**src/sv/assert_macros.svh**
```systemverilog
// Assertion macros shared by the decoder RTL.
// No dependencies; included by the modules that carry checks.
`ifndef ASSERT_MACROS_SVH
`define ASSERT_MACROS_SVH

// Property that must hold at every clock edge outside reset.
`define ASSERT_ALWAYS(lbl, clk, rst_n, prop, msg) \
  lbl: assert property (@(posedge clk) disable iff (!rst_n) (prop)) else $error(msg);

// Same-cycle implication.
`define ASSERT_IMPLIES(lbl, clk, rst_n, ante, cons, msg) \
  lbl: assert property (@(posedge clk) disable iff (!rst_n) (ante) |-> (cons)) else $error(msg);

`endif

```
**src/sv/rdid_pkg.sv**
```systemverilog
// Types and constants of the RLE / DPCM image decoder.
// No dependencies; used by the front end, queue, back end and top level.
`default_nettype none

package rdid_pkg;

  localparam int MAX_WIDTH = 1024;
  localparam int LS_AW = $clog2(MAX_WIDTH);
  localparam int COL_W = 10;
  localparam int ROW_W = 16;
  localparam int PIX_W = 16;
  localparam int WREG_W = 11;
  localparam int CFG_IDX_W = 1;
  localparam int CFG_DATA_W = 16;
  localparam int FIFO_DEPTH = 4;

  localparam logic [7:0] CTRL_RUN = 8'h80;

  localparam logic [CFG_IDX_W-1:0] CFG_IMAGE_WIDTH = 1'd0;
  localparam logic [CFG_IDX_W-1:0] CFG_IMAGE_HEIGHT = 1'd1;

  localparam logic [1:0] STATUS_OK = 2'd0;
  localparam logic [1:0] STATUS_TRUNC = 2'd1;
  localparam logic [1:0] STATUS_FORMAT = 2'd2;

  typedef enum logic [1:0] {
    KIND_CTRL = 2'd0,
    KIND_LIT  = 2'd1,
    KIND_RUN  = 2'd2
  } cmd_kind_e;

  typedef struct packed {
    logic [7:0] in_byte;
    logic       stream_end;
  } in_t;

  typedef struct packed {
    logic             pixel_valid;
    logic [PIX_W-1:0] pixel_value;
    logic [COL_W-1:0] pixel_column;
    logic [ROW_W-1:0] pixel_row;
    logic             row_done;
    logic             frame_done;
    logic [1:0]       frame_status;
    logic             last_of_run;
  } out_t;

  typedef struct packed {
    logic [7:0] byte_val;
    cmd_kind_e  kind;
    logic [7:0] count;
    logic       stream_end;
    logic       lit_open;
  } cmd_t;

  typedef struct packed {
    logic full;
    logic empty;
  } q_stat_t;

  typedef struct packed {
    logic idle;
    logic image_complete;
  } be_stat_t;

endpackage

`default_nettype wire

```
**src/sv/rdid_fifo.sv**
```systemverilog
// Command queue between the parser front end and the pixel back end.
// Depends on rdid_pkg.
`default_nettype none

module rdid_fifo (
  input  wire logic            clk_i,
  input  wire logic            rst_ni,
  input  wire logic            push_i,
  input  wire rdid_pkg::cmd_t  push_cmd_i,
  input  wire logic            pop_i,
  output rdid_pkg::cmd_t       head_o,
  output rdid_pkg::q_stat_t    stat_o
);

  localparam int PW = $clog2(rdid_pkg::FIFO_DEPTH);
  localparam int CW = $clog2(rdid_pkg::FIFO_DEPTH + 1);

  rdid_pkg::cmd_t mem_q [rdid_pkg::FIFO_DEPTH];
  logic [PW-1:0] wptr_q, rptr_q;
  logic [CW-1:0] cnt_q;

  assign head_o = mem_q[rptr_q];
  assign stat_o.full = (cnt_q == CW'(rdid_pkg::FIFO_DEPTH));
  assign stat_o.empty = (cnt_q == '0);

  always_ff @(posedge clk_i) begin
    if (push_i) begin
      mem_q[wptr_q] <= push_cmd_i;
    end
  end

  always_ff @(posedge clk_i or negedge rst_ni) begin
    if (!rst_ni) begin
      wptr_q <= '0;
      rptr_q <= '0;
      cnt_q  <= '0;
    end else begin
      if (push_i) begin
        wptr_q <= (wptr_q == PW'(rdid_pkg::FIFO_DEPTH - 1)) ? '0 : wptr_q + PW'(1);
      end
      if (pop_i) begin
        rptr_q <= (rptr_q == PW'(rdid_pkg::FIFO_DEPTH - 1)) ? '0 : rptr_q + PW'(1);
      end
      if (push_i && !pop_i) begin
        cnt_q <= cnt_q + CW'(1);
      end else if (pop_i && !push_i) begin
        cnt_q <= cnt_q - CW'(1);
      end
    end
  end

endmodule

`default_nettype wire

```
**config.mk**
```make
export PLATFORM = sky130hd
export DESIGN_NAME = rdid_fifo
export DESIGN_NICKNAME = d
export VERILOG_FILES = /design/src/sv/assert_macros.svh /design/src/sv/rdid_pkg.sv /design/src/sv/rdid_fifo.sv
export SDC_FILE = /design/constraint.sdc
export NUM_CORES = 1
export LEC_CHECK = 0
export BUFFER_PORTS_ARGS = -buffer_cell sky130_fd_sc_hd__buf_4
export CAP_MARGIN = 20
export CORE_AREA = 2 2 75 91
export CTS_CLUSTER_SIZE = 14
export DETAILED_ROUTE_END_ITERATION = 12
export DIE_AREA = 0 0 77 93
export PLACE_DENSITY = 0.71
export SLEW_MARGIN = 20
export SYNTH_ARGS = -nofsm -noshare
export SYNTH_HDL_FRONTEND = slang
export SYNTH_SLANG_ARGS = --single-unit
```
**constraint.sdc**
```tcl
create_clock -name clk_i -period 1.8 [get_ports clk_i]
set_input_delay 0.27 -clock clk_i [delete_from_list [all_inputs] [get_ports clk_i]]
set_output_delay 0.27 -clock clk_i [all_outputs]
set_load 0.01 [all_outputs]
```
# Word level (Yosys, flattened, before mapping)
# Memory sizes are Yosys's and may differ from the RTL's.
# Index checks and enable logic that the tools add are counted.
# word_totals
ff_bits,7
latchBits,0
mem_bits_rw,80
mem_bits_ro,0
inputBits,24
output_inout_bits,22
elab_cells,23
mem_count,1
# classes
n_addsub,4
n_mul,0
div,0
magnitude_cmp,0
eq_ne,3
n_shift,0
muxes,6
bitwise_logic,0
reduce_logical,6
# memory_table
memory,words,width,read_ports,rd_clocked_by_memory_dff,write_ports,line_no,rtl
mem_q,4,20,1,0,1,rdid_fifo.sv:18,rdid_pkg::cmd_t mem_q [rdid_pkg::FIFO_DEPTH];
# op_table
operator,count
2-to-1 mux 3 bit,2
adder 2 x 1 -> 2 bit (second input constant),2
== test 2 bit (second input constant),2
2-to-1 mux 2 bit,2
adder 3 x 1 -> 3 bit (second input constant),1
== test 3 bit (second input constant),1
logical NOT 3 bit,1
subtractor 3 x 1 -> 3 bit (second input constant),1
logical AND 1 bit,2
logical NOT 1 bit,2
2-to-1 mux 1 bit,2
nonzero test 2 bit,1

# Depth between registers and ports, before layout
# depth
depth_word,4
mapped_depth,7

# Least setup slack after synthesis
# OpenSTA, ideal clock, no wires.
# synth_path
kind,reg-to-reg
startpoint,register wptr_q[0]
endpoint,"memory mem_q[2][0] (netlist name), enable pin"
setup_time_ns,0.378
t_arrival_ns,1.139
t_required_ns,1.422
setup_slack_ns,0.283
stages_incl_launch_ff,4
path_buffers,0
period_less_slack_ns,1.517
path_cell_list,dfrtp_1 -> inv_1 -> ha_1 -> and2_1
# synth_rtl
item,line_no,rtl
from (decl),rdid_fifo.sv:19,"logic [PW-1:0] wptr_q, rptr_q;"
from (signal assigned),rdid_fifo.sv:39,wptr_q <= (wptr_q == PW'(rdid_pkg::FIFO_DEPTH - 1)) ? '0 : wptr_q + PW'(1);
to (decl),rdid_fifo.sv:18,
# No word-level cell before the write port.

==> results.sh <==
export IMPL_tightest_slew_ns=0.316
export IMPL_grt_util_met2=0.304
export IMPL_cts_tree="done"
export IMPL_cts_max_level=3
export IMPL_crit_fanout=6
export IMPL_ant_nets=0
export IMPL_cts_sinks=87
export IMPL_place_ws_ns=0.175
export IMPL_path_clk_slew_ns=0.09
export IMPL_crit_arrival_ns=1.61
export IMPL_final_cell_mix="edfxtp_1 (80), buf_4 (40), mux4_2 (20)"
export IMPL_area_growth_pct=24.4
export IMPL_wl_per_cell_um=18.2
export IMPL_min_from="push_cmd_i[6]"
export IMPL_max_freq_mhz=531
export IMPL_dr_total_vias=1571
export IMPL_synth_area_top_cells="edfxtp_1 (73%), mux4_2 (12%), dfrtp_1 (5.3%), ha_1 (2.3%), mux4_1 (1.6%)"
export IMPL_synth_seq_area_share=0.781
export IMPL_grt_busiest_layer="met2"
export IMPL_final_cell_area_um2=4110
export IMPL_portBuffers=45
export IMPL_netlist_top_cell_by_area="edfxtp_1"
export IMPL_cap_viol_max_count=0
export IMPL_numCtsBuffers=9
export IMPL_endpoint_kind="output pin"
export IMPL_crit_type="reg -> out"
export IMPL_maxSlewHeadroom=0.790
export IMPL_r2r_slack_ns=0.26
export IMPL_yosysUniqueCellTypes=19
export IMPL_drt_vias_per_instance=5.27
export IMPL_syn_inst=141
export IMPL_fin_crit_sh=1.05
export IMPL_synth_seq_cells=87
export IMPL_finalHoldViolations=0
export IMPL_clk_latency_ns=0.35
export IMPL_synth_top_area_frac=0.728
export IMPL_regArea_um2=2580
export IMPL_wl_um=5430
export IMPL_finalSetupViolCount=20
export IMPL_drive_above_1_share=0.460
export IMPL_start_util=0.522
export IMPL_grtUsageMet3=0.0473
export IMPL_clk_path_buf_depth=2
export IMPL_grt_max_degree=17
export IMPL_core_um2=6330
export IMPL_reg2regPathDepth=4
export IMPL_firstDrtPassIters=4
export IMPL_die_h_um=93
export IMPL_slew_viol_final=0
export IMPL_cp_start_kind="flip-flop"
export IMPL_min_path_type="in -> reg"
export IMPL_die_area_um2=7160
export IMPL_fin_nets=239
export IMPL_overflow=0
export IMPL_drtIter0Drc=114
export IMPL_met1_usage=0.186
export IMPL_hold_depth=1
export IMPL_postPlaceCellArea_um2=3820
export IMPL_synthesis_nets=172
export IMPL_fp_row_count=32
export IMPL_fin_crit_ns=1.88
export IMPL_n_antenna_cell=0
export IMPL_fill_cells=456
export IMPL_timing_rr_end="mem_q[0][4]"
export IMPL_grt_usage=0.169
export IMPL_yosys_warnings=0
export IMPL_power_leakage_nw=1.49
export IMPL_ir_worst_vdd_mv=0.793
export IMPL_outcome="finished, violations left"
export IMPL_die_width_um=77
export IMPL_grt_pass1_wl_um=8730
export IMPL_power_density_nw_per_um2=1520
export IMPL_routabilityCongestion=0.662
export IMPL_avgSynthCellArea_um2=23.4
export IMPL_worst_ep_required_time_ns=1.53
export IMPL_r2r_start="wptr_q[0]"
export IMPL_io_pins=46
export IMPL_root_buffer="clkbuf_8"
export IMPL_grt_antenna_before_repair=0
export IMPL_worstHoldEndpoint="mem_q[3][6]"
export IMPL_final_common_cell="edfxtp_1"
export IMPL_synth_area_um2=3300
export IMPL_setup_ws_ns=-0.0829
export IMPL_failed_checks="setup timing"
export IMPL_grt_pass1_vias=1739
export IMPL_route_detailed_drc=0
export IMPL_finalClockSkew_ns=0.00880
export IMPL_multi_input_area_um2=669
export IMPL_dp_hpwl_um=3680
export IMPL_grt_setup_unrepaired="yes"
## synth_stat cells
library cell / instances
nor2_1: 2
and2_1: 4
o21ai_0: 2
dfrtp_1: 7
xnor2_1: 1
mux4_1: 2
fa_1: 1
inv_1: 4
edfxtp_1: 80
mux2_2: 2
a21o_1: 1
buf_2: 2
nor3_1: 2
nor3b_1: 1
mux4_2: 18
buf_6: 2
ha_1: 6
xor2_1: 2
nand2_1: 2
## worst max-delay path by stage
| stage | from | end | slack (ns) | depth (start not counted) |
|---|---|---|---|---|
| 3_5_place_dp | rptr_q[0] | head_o[3] | 0.18 | 3 |
| 6_report | rptr_q[0] | head_o[17] | -0.08 | 3 |
| 4_1_cts | rptr_q[0] | head_o[12] | -0.14 | 4 |
| 2_1_floorplan | wptr_q[0] | mem_q[2][0] | 0.28 | 3 |
| 3_3_place_gp | rptr_q[0] | head_o[9] | 0.20 | 3 |
| 5_1_grt | rptr_q[0] | head_o[11] | -0.15 | 3 |
## final cells by class
cell class,instances,area share
Clock inverter,7,0.0192
Sequential cell,87,0.628
Inverter,4,0.00365
Clock buffer,9,0.0301
Tap cell,85,0.0259
Multi-Input combinational cell,46,0.163
Timing Repair Buffer,60,0.131
## per-layer routing
layer  part of all wire  up-vias  wire (um)
li1                   -      710          -
met1               0.39      817       2140
met2               0.55       35       2980
met3              0.038        9        205
met4              0.018        0         98
met5                  0        -          0
## cells by family (layout without fill, tap and decap cells)
group,count (synthesis),count (layout),synth area share
flip-flops,87,87,0.781
multiplexers,22,22,0.146
AND/OR/NAND/NOR,11,11,0.0174
buffers and inverters,8,80,0.0144
adder cells (fa/ha/maj),7,7,0.0288
AO/OA/AOI/OAI,3,3,0.00531
XOR/XNOR,3,3,0.00796
## registers in the layout, summed over array words and instances (netlist names)
register / flops
cnt_q: 3
mem_q: 80
rptr_q: 2
wptr_q: 2
## worst max-delay path, cell delays in order, from the launching register on
cell     delay (ns)
dfrtp_2        0.43
buf_6          0.17
mux4_2         0.51
buf_4          0.16
## report_power, final
| part | internal [mW] | total (mW) | switching [mW] |
|---|---|---|---|
| Clock | 0.660 | 1.35 | 0.688 |
| Sequential | 2.61 | 2.78 | 0.170 |
| Combinational | 1.21 | 2.13 | 0.916 |
## stage by stage
stage	power [mW]	utilization	TNS, ns	cells	hold slack (ns)
after floorplan	3.89	-	0	141	-0.0256
after global placement	4.66	0.603	0	279	0.0832
after detailed placement	4.75	0.603	0	279	0.0874
after CTS	6.28	0.647	-2.23	299	0.0935
after global routing	6.58	0.650	-2.49	298	0.0920
final	6.26	0.650	-1.32	298	0.111
## repair_timing
action	in CTS	in global routing
endpoints found under the setup margin	20	20
buffers inserted	2	1
gates resized for setup	11	15
gates cloned	1	0
hold endpoints to repair	7	0
hold buffers	1	0
Power figures use the tool's default switching activity.
