[src/sv/assert_macros.svh]
// Assertion macros shared by the decoder RTL.
// No dependencies; included by the modules that carry checks.
`ifndef ASSERT_MACROS_SVH
`define ASSERT_MACROS_SVH

// Property that must hold at every clock edge outside reset.
`define ASSERT_ALWAYS(lbl, clk, rst_n, prop, msg) \
  lbl: assert property (@(posedge clk) disable iff (!rst_n) (prop)) else $error(msg);

// Same-cycle implication.
`define ASSERT_IMPLIES(lbl, clk, rst_n, ante, cons, msg) \
  lbl: assert property (@(posedge clk) disable iff (!rst_n) (ante) |-> (cons)) else $error(msg);

`endif

[src/sv/rdid_pkg.sv]
// Types and constants of the RLE / DPCM image decoder.
// No dependencies; used by the front end, queue, back end and top level.
`default_nettype none

package rdid_pkg;

  localparam int MAX_WIDTH = 1024;
  localparam int LS_AW = $clog2(MAX_WIDTH);
  localparam int COL_W = 10;
  localparam int ROW_W = 16;
  localparam int PIX_W = 16;
  localparam int WREG_W = 11;
  localparam int CFG_IDX_W = 1;
  localparam int CFG_DATA_W = 16;
  localparam int FIFO_DEPTH = 4;

  localparam logic [7:0] CTRL_RUN = 8'h80;

  localparam logic [CFG_IDX_W-1:0] CFG_IMAGE_WIDTH = 1'd0;
  localparam logic [CFG_IDX_W-1:0] CFG_IMAGE_HEIGHT = 1'd1;

  localparam logic [1:0] STATUS_OK = 2'd0;
  localparam logic [1:0] STATUS_TRUNC = 2'd1;
  localparam logic [1:0] STATUS_FORMAT = 2'd2;

  typedef enum logic [1:0] {
    KIND_CTRL = 2'd0,
    KIND_LIT  = 2'd1,
    KIND_RUN  = 2'd2
  } cmd_kind_e;

  typedef struct packed {
    logic [7:0] in_byte;
    logic       stream_end;
  } in_t;

  typedef struct packed {
    logic             pixel_valid;
    logic [PIX_W-1:0] pixel_value;
    logic [COL_W-1:0] pixel_column;
    logic [ROW_W-1:0] pixel_row;
    logic             row_done;
    logic             frame_done;
    logic [1:0]       frame_status;
    logic             last_of_run;
  } out_t;

  typedef struct packed {
    logic [7:0] byte_val;
    cmd_kind_e  kind;
    logic [7:0] count;
    logic       stream_end;
    logic       lit_open;
  } cmd_t;

  typedef struct packed {
    logic full;
    logic empty;
  } q_stat_t;

  typedef struct packed {
    logic idle;
    logic image_complete;
  } be_stat_t;

endpackage

`default_nettype wire

[src/sv/rdid_front.sv]
// Front end: accepts compressed bytes, tracks the RLE control state and
// queues one command per byte. Depends on rdid_pkg and assert_macros.svh.
`default_nettype none
`include "assert_macros.svh"

module rdid_front (
  input  wire logic              clk_i,
  input  wire logic              rst_ni,
  input  wire logic              in_valid_i,
  output logic                   in_stall_o,
  input  wire rdid_pkg::in_t     in_data_i,
  input  wire rdid_pkg::q_stat_t q_stat_i,
  input  wire rdid_pkg::be_stat_t be_stat_i,
  output logic                   push_o,
  output rdid_pkg::cmd_t         cmd_o
);

  localparam logic [1:0] PH_CTRL = 2'd0;
  localparam logic [1:0] PH_LIT  = 2'd1;
  localparam logic [1:0] PH_RUN  = 2'd2;

  logic [1:0] phase_q, phase_d;
  logic [7:0] rem_q, rem_d;
  logic       drained;

  // control bytes need the true completion state, so wait for the back end
  assign drained = q_stat_i.empty && be_stat_i.idle;
  assign in_stall_o = q_stat_i.full || ((phase_q == PH_CTRL) && !drained);
  assign push_o = in_valid_i && !in_stall_o;

  always_comb begin
    phase_d = phase_q;
    rem_d = rem_q;
    cmd_o.byte_val = in_data_i.in_byte;
    cmd_o.kind = rdid_pkg::KIND_CTRL;
    cmd_o.count = rem_q;
    cmd_o.stream_end = in_data_i.stream_end;
    case (phase_q)
      PH_CTRL: begin
        if (!be_stat_i.image_complete) begin
          if (in_data_i.in_byte < rdid_pkg::CTRL_RUN) begin
            rem_d = in_data_i.in_byte + 8'd1;
            phase_d = PH_LIT;
          end else begin
            rem_d = in_data_i.in_byte - (rdid_pkg::CTRL_RUN - 8'd1);
            phase_d = PH_RUN;
          end
        end
      end
      PH_LIT: begin
        cmd_o.kind = rdid_pkg::KIND_LIT;
        rem_d = rem_q - 8'd1;
        if (rem_q == 8'd1) begin
          phase_d = PH_CTRL;
        end
      end
      PH_RUN: begin
        cmd_o.kind = rdid_pkg::KIND_RUN;
        rem_d = '0;
        phase_d = PH_CTRL;
      end
      default: begin
        phase_d = PH_CTRL;
        rem_d = '0;
      end
    endcase
    cmd_o.lit_open = (phase_d == PH_LIT);
    if (in_data_i.stream_end) begin
      phase_d = PH_CTRL;
      rem_d = '0;
    end
  end

  always_ff @(posedge clk_i or negedge rst_ni) begin
    if (!rst_ni) begin
      phase_q <= PH_CTRL;
      rem_q <= '0;
    end else if (push_o) begin
      phase_q <= phase_d;
      rem_q <= rem_d;
    end
  end

  `ASSERT_IMPLIES(a_lit_has_bytes, clk_i, rst_ni, phase_q == PH_LIT, rem_q != '0, "empty literal")
  `ASSERT_IMPLIES(a_push_not_full, clk_i, rst_ni, push_o, !q_stat_i.full, "push into full queue")
  `ASSERT_IMPLIES(a_ctrl_drained, clk_i, rst_ni, push_o && phase_q == PH_CTRL, drained, "early ctrl")
  `ASSERT_ALWAYS(a_phase_legal, clk_i, rst_ni, phase_q != (PH_LIT | PH_RUN), "bad parse phase")

endmodule

`default_nettype wire

[config.mk]
export PLATFORM = sky130hd
export DESIGN_NAME = rdid_front
export DESIGN_NICKNAME = d
export VERILOG_FILES = /design/src/sv/rdid_pkg.sv /design/src/sv/rdid_front.sv
export VERILOG_INCLUDE_DIRS = /design/src /design/src/sv
export SDC_FILE = /design/constraint.sdc
export NUM_CORES = 1
export LEC_CHECK = 0
export BUFFER_PORTS_ARGS = -buffer_cell sky130_fd_sc_hd__buf_2
export CAP_MARGIN = 10
export CORE_MARGIN = 5
export CORE_UTILIZATION = 40
export DETAILED_ROUTE_END_ITERATION = 8
export PLACE_DENSITY_LB_ADDON = 0.15
export SLEW_MARGIN = 20
export SYNTH_ARGS = -nofsm -noshare
export SYNTH_HDL_FRONTEND = slang
export SYNTH_SLANG_ARGS = --single-unit
[constraint.sdc]
create_clock -name clk_i -period 1.3 [get_ports clk_i]
set_input_delay 0.065 -clock clk_i [delete_from_list [all_inputs] [get_ports clk_i]]
set_output_delay 0.065 -clock clk_i [all_outputs]
set_load 0.05 [all_outputs]
* After elaboration in Yosys (flattened, before gate mapping)
Index checks and enable logic that the tools add are counted.
** Operators by class
- Add/sub/neg operators :: 3
- $lt $le $gt $ge :: 1
- Equality and inequality tests :: 5
- Multiplexer cells :: 10
- Reduce and logical (&&, ||, !) cells :: 8
** Operators with widths (number)
- $mux W8 :: 3
- $pmux W8 S2 :: 1
- $add A8 B1 Y8 const B :: 1
- $eq A8 B1 Y1 const B :: 1
- $lt A8 B8 Y1 const B :: 1
- $mux W2 :: 4
- $pmux W2 S2 :: 2
- $sub A8 B1 Y8 const B :: 1
- $sub A8 B7 Y8 const B :: 1
- $eq A2 B1 Y1 const B :: 2
- $logic_and A1 B1 Y1 :: 3
- $ne A3 B3 Y1 const B :: 1
- $eq A2 B2 Y1 const B :: 1
- $logic_not A1 Y1 :: 2
- $logic_not A2 Y1 :: 1
- $reduce_and A2 Y1 :: 1
- $logic_or A1 B1 Y1 :: 1
** Storage, ports and cells
- Register bits :: 10

* Logic depth before layout (Yosys ltp)
Gate-level depths: netlist of run 1.
- Depth after elaboration :: 7
- Gate-level depth with buffers :: 6

* Least setup slack after synthesis of run 1
OpenSTA, ideal clock, no wires.
- Kind :: flip-flop to output port
- Start :: register rem_q[1]
- End :: output cmd_o[0] (netlist name)
- Data arrival time :: 1.847 ns
- Required time :: 1.235 ns
- Setup slack :: -0.612 ns
- Stages on the path, launching flop included :: 6
- Cell sequence :: dfrtp_1 -> inv_1 -> ha_1 -> nand3_1 -> a21oi_1 -> nor2_1
** RTL lines
- from (decl) :: RTL line rdid_front.sv:23 : logic [7:0] rem_q, rem_d;
- from (signal assigned) :: RTL line rdid_front.sv:80 : rem_q <= rem_d;
- to (decl) :: RTL line rdid_front.sv:15 : output rdid_pkg::cmd_t cmd_o

==> impl_metrics.py, run 1 <==
metrics = {
    "outcome": {
        "status": "complete, but fails checks",
        "violations": "setup timing",
    },
    "clocking": {
        "cts_tree": "built",
        "cts_max_level": 1,
        "clock_sink_count": 10,
        "cts_root_buf": "clkbuf_4",
        "path_clk_slew_ns": 0.07,
        "clk_latency_ns": 0.28,
        "cts_made_buffers": 3,
        "max-clock-path-buffers": 2,
    },
    "detailed_routing": {
        "drt-initial-drc-count": 22,
        "drc": 0,
        "drt_pass1_iterations": 4,
        "ant_nets": 0,
        "viasPerCell": 5.38,
        "drt-total-wl_um": 3190,
        "via_count": 1060,
        "drt-wirelength-per-cell_um": 16.2,
    },
    "synth": {
        "yosysUniqueCellTypes": 41,
        "mappedNetlistNets": 123,
        "synth_area_per_cell_um2": 8.57,
        "yosys_most_used_dff": "dfrtp_1",
        "yosysWarnings": 0,
        "ys_seq_elements": 10,
        "synth_edf_count": 0,
        "async_reset_ff_share_pct": 100,
        "synthCells": 104,
        "yosysSeqAreaShare_pct": 28.1,
        "syn-cell-area_um2": 891,
    },
    "global_routing": {
        "grt_pass1_vias": 1092,
        "grt_max_degree": 11,
        "antenna_found_initial": 0,
        "track_usage_pct": 20.5,
        "grt_pass1_wl_um": 5140,
        "grt_overflow_total": 0,
    },
    "setup_path": {
        "startpoint": "rem_q[5]",
        "max_stage_delay_ns": 0.44,
        "worstSetupStartpointType": "flip-flop",
        "worstSetupEndpointType": "primary output",
        "crit_path_max_fanout": 3,
        "slowest_stage": "dfrtp_2",
        "crit_family": "flip-flops",
        "crit_chain": "nor3_4 -> nand3_2 -> a21oi_4 -> nor2_4 -> buf_6",
        "rrSetupSlack_ns": -0.17,
        "critPathBufInv": 1,
        "path_class": "flip-flop to primary output",
        "arrival_ns": 1.43,
        "required_ns": 1.24,
        "reg2reg_from": "rem_q[1]",
    },
    "die": {
        "start_util_pct": 41.1,
        "die_h_um": 57.2,
        "core_um2": 2170,
        "num_rows": 17,
        "die_area_um2": 3270,
        "die_w_um": 57.2,
        "io_pins": 38,
    },
    "sta": {
        "fmax_ghz": 0.670,
        "final-hold-violation-count": 0,
        "drv_slew": 0,
        "rsz0062_at_grt": "true",
        "fin_crit_ns": 1.49,
        "timing.slew.headroom_pct": 78.4,
        "final.period_utilization_pct": 115,
        "hold_slack_ns": 0.0957,
        "tightestPinTransition_ns": 0.322,
        "setup_violations": 14,
        "skew_ns": 0.00318,
        "post-route-worst-setup-slack_ns": -0.192,
        "fin_setup_tns_ns": -1.43,
    },
    "final_layout": {
        "drive_gt1_share_pct": 66.3,
        "fin_nets": 189,
        "final_util_pct": 72.5,
        "multi_input_area_um2": 658,
        "synthToLayoutAreaGrowth_pct": 76.5,
        "seqCellArea_um2": 264,
        "nFillCells": 169,
        "antenna_cells": 0,
    },
    "placement": {
        "portBuffers": 37,
        "hpwl_um": 2150,
        "routabilityCongestion": 0.882,
    },
    "power": {
        "power_w": 0.00354,
        "leakagePower_nw": 0.744,
        "cellPowerDensity_nw_per_um2": 2250,
        "peakVddDrop_mv": 1.25,
    },
    "worst_hold_path": {
        "hold_start": "in_data_i[8]",
        "worstHoldPathType": "input port to flip-flop",
    },
    "job": {
        "maxCapViolCount": 0,
    },
}
-- per-stage QoR --
step | std cells | setup WS [ns] | instance area [µm²]
after global routing | 197 | -0.267 | 1570
after global placement | 177 | -0.0823 | 1220
after detailed placement | 177 | -0.123 | 1220
after floorplan | 104 | -0.178 | 938
after CTS | 197 | -0.184 | 1550
final | 197 | -0.192 | 1570
-- path summary, 6_finish.rpt --
| check | end | cells past startpoint |
|---|---|---|
| worst max-delay path | cmd_o[0] | 5 |
| worst min-delay path | phase_q[1] | 3 |
| worst max register to register | rem_q[7] | 5 |
| worst min register to register | rem_q[7] | 1 |
| max in group asynchronous | rem_q[2] | 2 |
| min in group asynchronous | rem_q[7] | 2 |
-- synthesized netlist by cell type (2+ instances only) --
| cell type | instances | area share [%] |
|---|---|---|
| dfrtp_1 | 10 | 28 |
| buf_4 | 9 | 7.6 |
| nand2_1 | 7 | 2.9 |
| a22o_1 | 6 | 5.9 |
| inv_1 | 6 | 2.5 |
| nand3_1 | 6 | 3.4 |
| nor2_1 | 6 | 2.5 |
| o21ai_0 | 6 | 3.4 |
| nor3_1 | 5 | 2.8 |
| o21ai_1 | 4 | 2.2 |
| ha_1 | 3 | 4.2 |
| nand4_1 | 3 | 2.1 |
| xnor2_1 | 3 | 2.9 |
| a21oi_1 | 2 | 1.1 |
| nand2_2 | 2 | 1.4 |
-- cell type report --
| type | instances | share of cell area, % |
|---|---|---|
| clock buffers | 4 | 1.67 |
| inverters | 8 | 2.39 |
| multi-input cells | 75 | 41.8 |
| flip-flops and latches | 10 | 16.8 |
| well taps | 28 | 2.23 |
| repair buffers | 72 | 35.1 |
-- metal layers --
| layer | up-vias | track usage [%] | share of wire [%] |
|---|---|---|---|
| li1 | 508 | - | - |
| met1 | 499 | 24.5 | 41 |
| met2 | 47 | 35.9 | 50 |
| met3 | 6 | 3.39 | 6.5 |
| met4 | 0 | 8.61 | 2.5 |
| met5 | - | 0 | 0 |
-- timing repair --
| item | 4_1_cts | 5_1_grt |
|---|---|---|
| hold buffers | 1 | 0 |
| pin swaps | 16 | 7 |
| gates resized for setup | 42 | 6 |
| buffers inserted | 15 | 0 |
| hold endpoints to repair | 10 | 0 |
| setup endpoints to repair | 13 | 15 |
-- state kept, by name, indices dropped and copies added (netlist names) --
register	flops
phase_q	2
rem_q	8
-- where the power goes --
part	internal (W)	switching [W]
logic	0.00120	0.00148
clock network	0.000119	0.000127
registers	0.000449	0.000172
total	0.00176	0.00178
-- kinds of logic (layout without fill, tap and decap cells) --
family	after synthesis	after routing	synth area share (%)
buffers and inverters	19	84	12.9
adder cells (fa/ha/maj)	3	3	4.21
AND/OR/NAND/NOR	40	40	27.7
XOR/XNOR	4	4	3.93
flip-flops	10	10	28.1
AO/OA/AOI/OAI	27	27	22.1
multiplexers	1	1	1.12
-- cells in the final DEF, fill, tap and decap left out, types with 2 or more instances in the layout --
cell,count
buf_2,32
buf_8,3
nor3_1,2
ha_1,2
nand3_1,5
buf_6,11
buf_4,23
nand2_4,3
inv_2,3
nor3_4,4
nand2_1,6
a22o_1,6
xnor2_1,3
nor2_1,3
dfrtp_2,8
o21ai_0,3
nor2_4,4
o21ai_1,6
nand4_1,3
buf_12,2
inv_1,3
clkbuf_4,3
-- tightest hold or removal path: stages --
cell and delay [ns]:
buf_2 0.13, nand4_1 0.09, o21ai_1 0.06
Note: power is estimated with default switching activity, not from simulation.
==> run 2: changes to the inputs <==
Settings changed: CORE_UTILIZATION 40 to 42.
==> run 2 against run 1 <==
The run still ends with setup timing left. Clock-buffer cell count stayed put. Non-clock buffer count is 2 higher. Flip-flop and latch count stayed put. Power is 6.3% higher. Setup slack worse by 0.074 ns. Utilization is 7.3 points higher. Sequential share of layout area is 0.17 points lower. First-iteration DRC count is 120% higher. Via count is 2.9% higher. Wire length is 5.6% higher. Clock power is 28% higher.
==> impl_metrics.py, run 2 (synthesis results as in run 1) <==
metrics = {
    "outcome": {
        "status": "complete, but fails checks",
        "violations": "setup timing",
    },
    "detailed_routing": {
        "ant_nets": 0,
        "drt-initial-drc-count": 48,
        "drt_pass1_iterations": 5,
        "via_count": 1091,
        "drt-total-wl_um": 3370,
        "drc": 0,
        "drt-wirelength-per-cell_um": 17.0,
        "viasPerCell": 5.51,
    },
    "clocking": {
        "max-clock-path-buffers": 2,
        "cts_tree": "built",
        "cts_root_buf": "clkbuf_4",
        "clk_latency_ns": 0.28,
        "clock_sink_count": 10,
        "cts_max_level": 1,
        "cts_made_buffers": 3,
        "path_clk_slew_ns": 0.08,
    },
    "power": {
        "seqPwrFrac_pct": 16.3,
        "pwr-share-comb_pct": 75.4,
        "internal_power_w": 0.00190,
        "cellPowerDensity_nw_per_um2": 2380,
        "p_sw_share_pct": 49.5,
        "clkPwrFrac_pct": 8.4,
        "leakagePower_nw": 0.740,
        "switchingPower_w": 0.00186,
        "peakVddDrop_mv": 1.87,
    },
    "setup_path": {
        "reg2reg_from": "rem_q[2]",
        "path_class": "flip-flop to flip-flop",
        "reg2regPathDepth": 5,
        "worstSetupEndpointType": "flip-flop",
        "crit_path_max_fanout": 3,
        "worstSetupStartpointType": "flip-flop",
        "required_ns": 1.48,
        "startpoint": "rem_q[2]",
        "arrival_ns": 1.74,
        "rrSetupSlack_ns": -0.27,
        "worstReg2RegEnd": "rem_q[7]",
        "crit_end": "rem_q[7]",
    },
    "final_layout": {
        "antenna_cells": 0,
        "fin_nets": 191,
        "drive_gt1_share_pct": 68.4,
        "final_common_cell": "buf_2",
        "postLayoutCellArea_um2": 1580,
        "reg.largest.list": "rem_q (8), phase_q (2)",
        "top_register": "rem_q",
        "mostFrequentLayoutCells": "31 x buf_2, 29 x buf_4, 9 x buf_6",
        "synthToLayoutAreaGrowth_pct": 77.5,
        "largest_reg_flops": 8,
    },
    "sta": {
        "drv_slew": 0,
        "hold_slack_ns": 0.0730,
        "setup_violations": 14,
        "rsz0062_at_grt": "true",
        "final.period_utilization_pct": 120,
        "fin_crit_ns": 1.57,
        "tightestPinTransition_ns": 0.313,
        "timing.slew.headroom_pct": 79.1,
        "fin_setup_tns_ns": -1.67,
        "skew_ns": 0.000484,
        "post-route-worst-setup-slack_ns": -0.266,
        "fmax_ghz": 0.639,
        "final-hold-violation-count": 0,
    },
    "global_routing": {
        "track_usage_pct": 21.5,
        "grt_pass1_vias": 1106,
        "antenna_found_initial": 0,
        "grt_max_degree": 11,
        "grt_overflow_total": 0,
        "grt_pass1_wl_um": 5380,
    },
    "placement": {
        "placed_area_um2": 1240,
        "routabilityCongestion": 0.854,
        "hpwl_um": 2140,
        "portBuffers": 37,
    },
    "die": {
        "num_rows": 16,
        "core_um2": 1980,
        "start_util_pct": 44.9,
        "die_area_um2": 3140,
        "io_pins": 38,
        "die_w_um": 56.1,
        "die_h_um": 56.1,
    },
    "job": {
        "maxCapViolCount": 0,
    },
    "worst_hold_path": {
        "worstHoldPathType": "input port to flip-flop",
    },
}
## run 2: cell types whose count changed in the layout (fill, tap and decap cells not counted), moves of 2 or more
cell | previous run | this run
buf_4 | 23 | 29
buf_12 | 2 | 0
buf_6 | 11 | 9
nor2_2 | 0 | 2
## run 2: timing repair
action,CTS,global route
gates cloned,0,0
hold buffers,1,0
pin swaps,16,4
setup buffers,11,3
resized for setup,42,6
hold endpoints to repair,10,0
endpoints found under the setup margin,14,16
## run 2: metrics by stage
stage | total power (W) | worst slack, ns | cells | utilization (%)
floorplan | 0.00195 | -0.178 | 104 | -
global placement | 0.00266 | -0.150 | 179 | 62.6
detailed placement | 0.00269 | -0.164 | 179 | 62.6
CTS | 0.00354 | -0.199 | 195 | 77.6
global route | 0.00392 | -0.311 | 198 | 79.8
finish | 0.00376 | -0.266 | 198 | 79.8
## run 2: layout make-up
class | instances | area, µm²
well taps | 27 | 33.8
repair buffers | 74 | 537
fillers | 127 | 400
flip-flops and latches | 10 | 263
inverters | 8 | 40.0
multi-input cells | 75 | 672
clock buffers | 4 | 36.3
## run 2: power groups by stage
| stage | clock network (W) | registers, W | logic [W] |
|---|---|---|---|
| CTS | 0.000301 | 0.000616 | 0.00262 |
| floorplan | 0 | 0.000946 | 0.00101 |
| global route | 0.000317 | 0.000622 | 0.00298 |
| global placement | 0 | 0.000608 | 0.00206 |
| finish | 0.000316 | 0.000612 | 0.00284 |
| detailed placement | 0 | 0.000613 | 0.00207 |
## run 2: worst min path at each step
stage / depth (start not counted) / slack (ns) / endpoint / from
5_1_grt: 3 / 0.10 / phase_q[1] / in_data_i[8]
2_1_floorplan: 0 / -0.23 / phase_q[0] / rst_ni
3_3_place_gp: 1 / -0.05 / phase_q[0] / rst_ni
4_1_cts: 3 / 0.07 / phase_q[1] / in_data_i[8]
3_5_place_dp: 1 / -0.05 / phase_q[0] / rst_ni
6_report: 3 / 0.07 / phase_q[1] / in_data_i[8]
## run 2: layer usage
layer	vias up	GRT usage, %	routed length (µm)
met1	523	25.5	1240
met2	57	37.1	1760
li1	507	-	-
met3	4	4.64	309
met5	-	0	0
met4	0	8.81	53
## run 2: critical path, stage by stage (launching register included)
cell     delay, ns
dfrtp_4       0.51
buf_6         0.14
nor4_4        0.33
and3_1        0.22
o21ai_1       0.06
a22o_1        0.21
==> run 3: changes to the inputs <==
Settings changed: PLACE_DENSITY from default to 0.75, PLACE_DENSITY_LB_ADDON 0.15 to default.
==> run 3 against run 2 <==
The run still ends with setup timing left. First-iteration DRC count increased by 4.2%. Sequential share of layout area increased by 0.079 points. Flip-flop and latch count did not move. Clock-buffer cell count did not move. Clock skew increased by 0.026 ns. Clock power shrank 21%. Critical path type is now flip-flop to primary output.
==> impl_metrics.py, run 3 (synthesis results as in run 1) <==
metrics = {
    "outcome": {
        "status": "complete, but fails checks",
        "violations": "setup timing",
    },
    "die": {
        "die_area_um2": 3140,
        "die_h_um": 56.1,
        "num_rows": 16,
        "core_um2": 1980,
        "start_util_pct": 44.9,
        "io_pins": 38,
        "die_w_um": 56.1,
    },
    "clocking": {
        "cts_tree": "built",
        "path_clk_slew_ns": 0.09,
        "clock_sink_count": 10,
        "clk_latency_ns": 0.29,
        "cts_made_buffers": 3,
        "cts_root_buf": "clkbuf_4",
        "max-clock-path-buffers": 2,
        "cts_max_level": 1,
    },
    "setup_path": {
        "reg2regPathDepth": 5,
        "path_class": "flip-flop to primary output",
        "arrival_ns": 1.48,
        "crit_path_max_fanout": 2,
        "rrSetupSlack_ns": -0.24,
        "worstSetupStartpointType": "flip-flop",
        "required_ns": 1.24,
        "reg2reg_from": "rem_q[1]",
        "worstSetupEndpointType": "primary output",
        "worstReg2RegEnd": "rem_q[7]",
    },
    "power": {
        "switchingPower_w": 0.00193,
        "p_sw_share_pct": 50.9,
        "peakVddDrop_mv": 1.43,
        "pwr-share-comb_pct": 77.1,
        "seqPwrFrac_pct": 16.3,
        "cellPowerDensity_nw_per_um2": 2410,
        "clkPwrFrac_pct": 6.6,
        "leakagePower_nw": 0.727,
        "internal_power_w": 0.00186,
        "power_w": 0.00379,
    },
    "sta": {
        "tightestPinTransition_ns": 0.346,
        "skew_ns": 0.0270,
        "final.period_utilization_pct": 119,
        "setup_violations": 14,
        "post-route-worst-setup-slack_ns": -0.242,
        "final-hold-violation-count": 0,
        "fmax_ghz": 0.649,
        "rsz0062_at_grt": "true",
        "fin_crit_ns": 1.54,
        "timing.slew.headroom_pct": 76.9,
        "drv_slew": 0,
    },
    "final_layout": {
        "drive_gt1_share_pct": 66.5,
        "top_register": "rem_q",
        "synthToLayoutAreaGrowth_pct": 76.7,
        "reg.largest.list": "rem_q (8), phase_q (2)",
        "fin_nets": 187,
        "seqCellArea_um2": 263,
        "multi_input_area_um2": 662,
        "antenna_cells": 0,
        "largest_reg_flops": 8,
        "final_common_cell": "buf_2",
        "nFillCells": 111,
        "mostFrequentLayoutCells": "30 x buf_2, 19 x buf_4, 15 x buf_6",
        "stdcell_count": 194,
    },
    "worst_hold_path": {
        "worstHoldPathType": "input port to flip-flop",
        "whs_path_depth": 4,
        "min_to": "rem_q[3]",
        "hold_start": "in_data_i[0]",
    },
    "placement": {
        "routabilityCongestion": 0.904,
        "portBuffers": 37,
        "hpwl_um": 2050,
        "dp.cells": 173,
    },
    "job": {
        "maxCapViolCount": 0,
    },
    "detailed_routing": {
        "drt-wirelength-per-cell_um": 19.8,
        "ant_nets": 0,
        "drc": 0,
        "drt_pass1_iterations": 4,
        "drt-initial-drc-count": 50,
        "via_count": 1123,
        "drt-total-wl_um": 3850,
        "viasPerCell": 5.79,
    },
    "global_routing": {
        "antenna_found_initial": 0,
        "grt_overflow_total": 0,
        "grt_pass1_vias": 1178,
        "grt_pass1_wl_um": 5680,
        "grt_max_degree": 11,
        "track_usage_pct": 23.3,
    },
}
## run 3: cell count changes in the layout (fill, tap and decap cells not counted), sizes merged
cell,delta
buf,-3
clkbuf,-1
## run 3: worst max-delay path by stage
| stage | startpoint | to |
|---|---|---|
| after global placement | rem_q[2] | rem_q[7] |
| after floorplan | rem_q[1] | rem_q[4] |
| after CTS | rem_q[6] | cmd_o[0] |
| after global routing | rem_q[3] | cmd_o[0] |
| final | rem_q[2] | cmd_o[0] |
| after detailed placement | rem_q[2] | rem_q[7] |
## run 3: what timing repair did
action / CTS / global route
hold endpoints to repair: 10 / 0
gates resized for setup: 38 / 16
hold buffers: 1 / 0
setup buffers: 14 / 2
cloned: 0 / 0
pin swaps: 11 / 7
endpoints found under the setup margin: 14 / 17
## run 3: critical path, stage by stage (launching register included)
cell	delay (ns)
dfrtp_4	0.52
nor3_4	0.20
nand3_4	0.10
a21oi_4	0.17
nor2_4	0.05
buf_6	0.15
## run 3: layer usage
layer  global-route usage, %  up-vias  routed length [µm]
met4                    15.3        0                 172
met5                       0        -                   0
met3                    3.48       19                 377
met2                    40.2       92                1800
met1                    26.1      510                1500
li1                        -      502                   -
## run 3: power groups by stage
stage	logic, W	registers (W)	clock network, W
after global routing	0.00305	0.000629	0.000270
final	0.00292	0.000619	0.000250
after global placement	0.00196	0.000594	0
after CTS	0.00257	0.000588	0.000237
after detailed placement	0.00199	0.000602	0
after floorplan	0.00101	0.000946	0
## run 3: area by class of cell
class | instances | share of cell area [%]
flip-flops and latches | 10 | 16.7
clock buffers | 4 | 1.67
well taps | 27 | 2.15
inverters | 8 | 2.38
repair buffers | 70 | 35.1
multi-input cells | 75 | 42.1
## run 3: through the flow
step | setup slack (ns) | TNS (ns) | cell area (µm²) | utilization [%] | hold WS, ns
floorplan | -0.178 | -0.724 | 938 | - | -0.231
global placement | -0.0902 | -0.408 | 1190 | 60.3 | -0.0619
detailed placement | -0.122 | -0.709 | 1190 | 60.3 | -0.0579
CTS | -0.171 | -0.835 | 1500 | 75.5 | 0.105
global route | -0.298 | -2.70 | 1570 | 79.4 | 0.135
finish | -0.242 | -2.17 | 1570 | 79.4 | 0.134
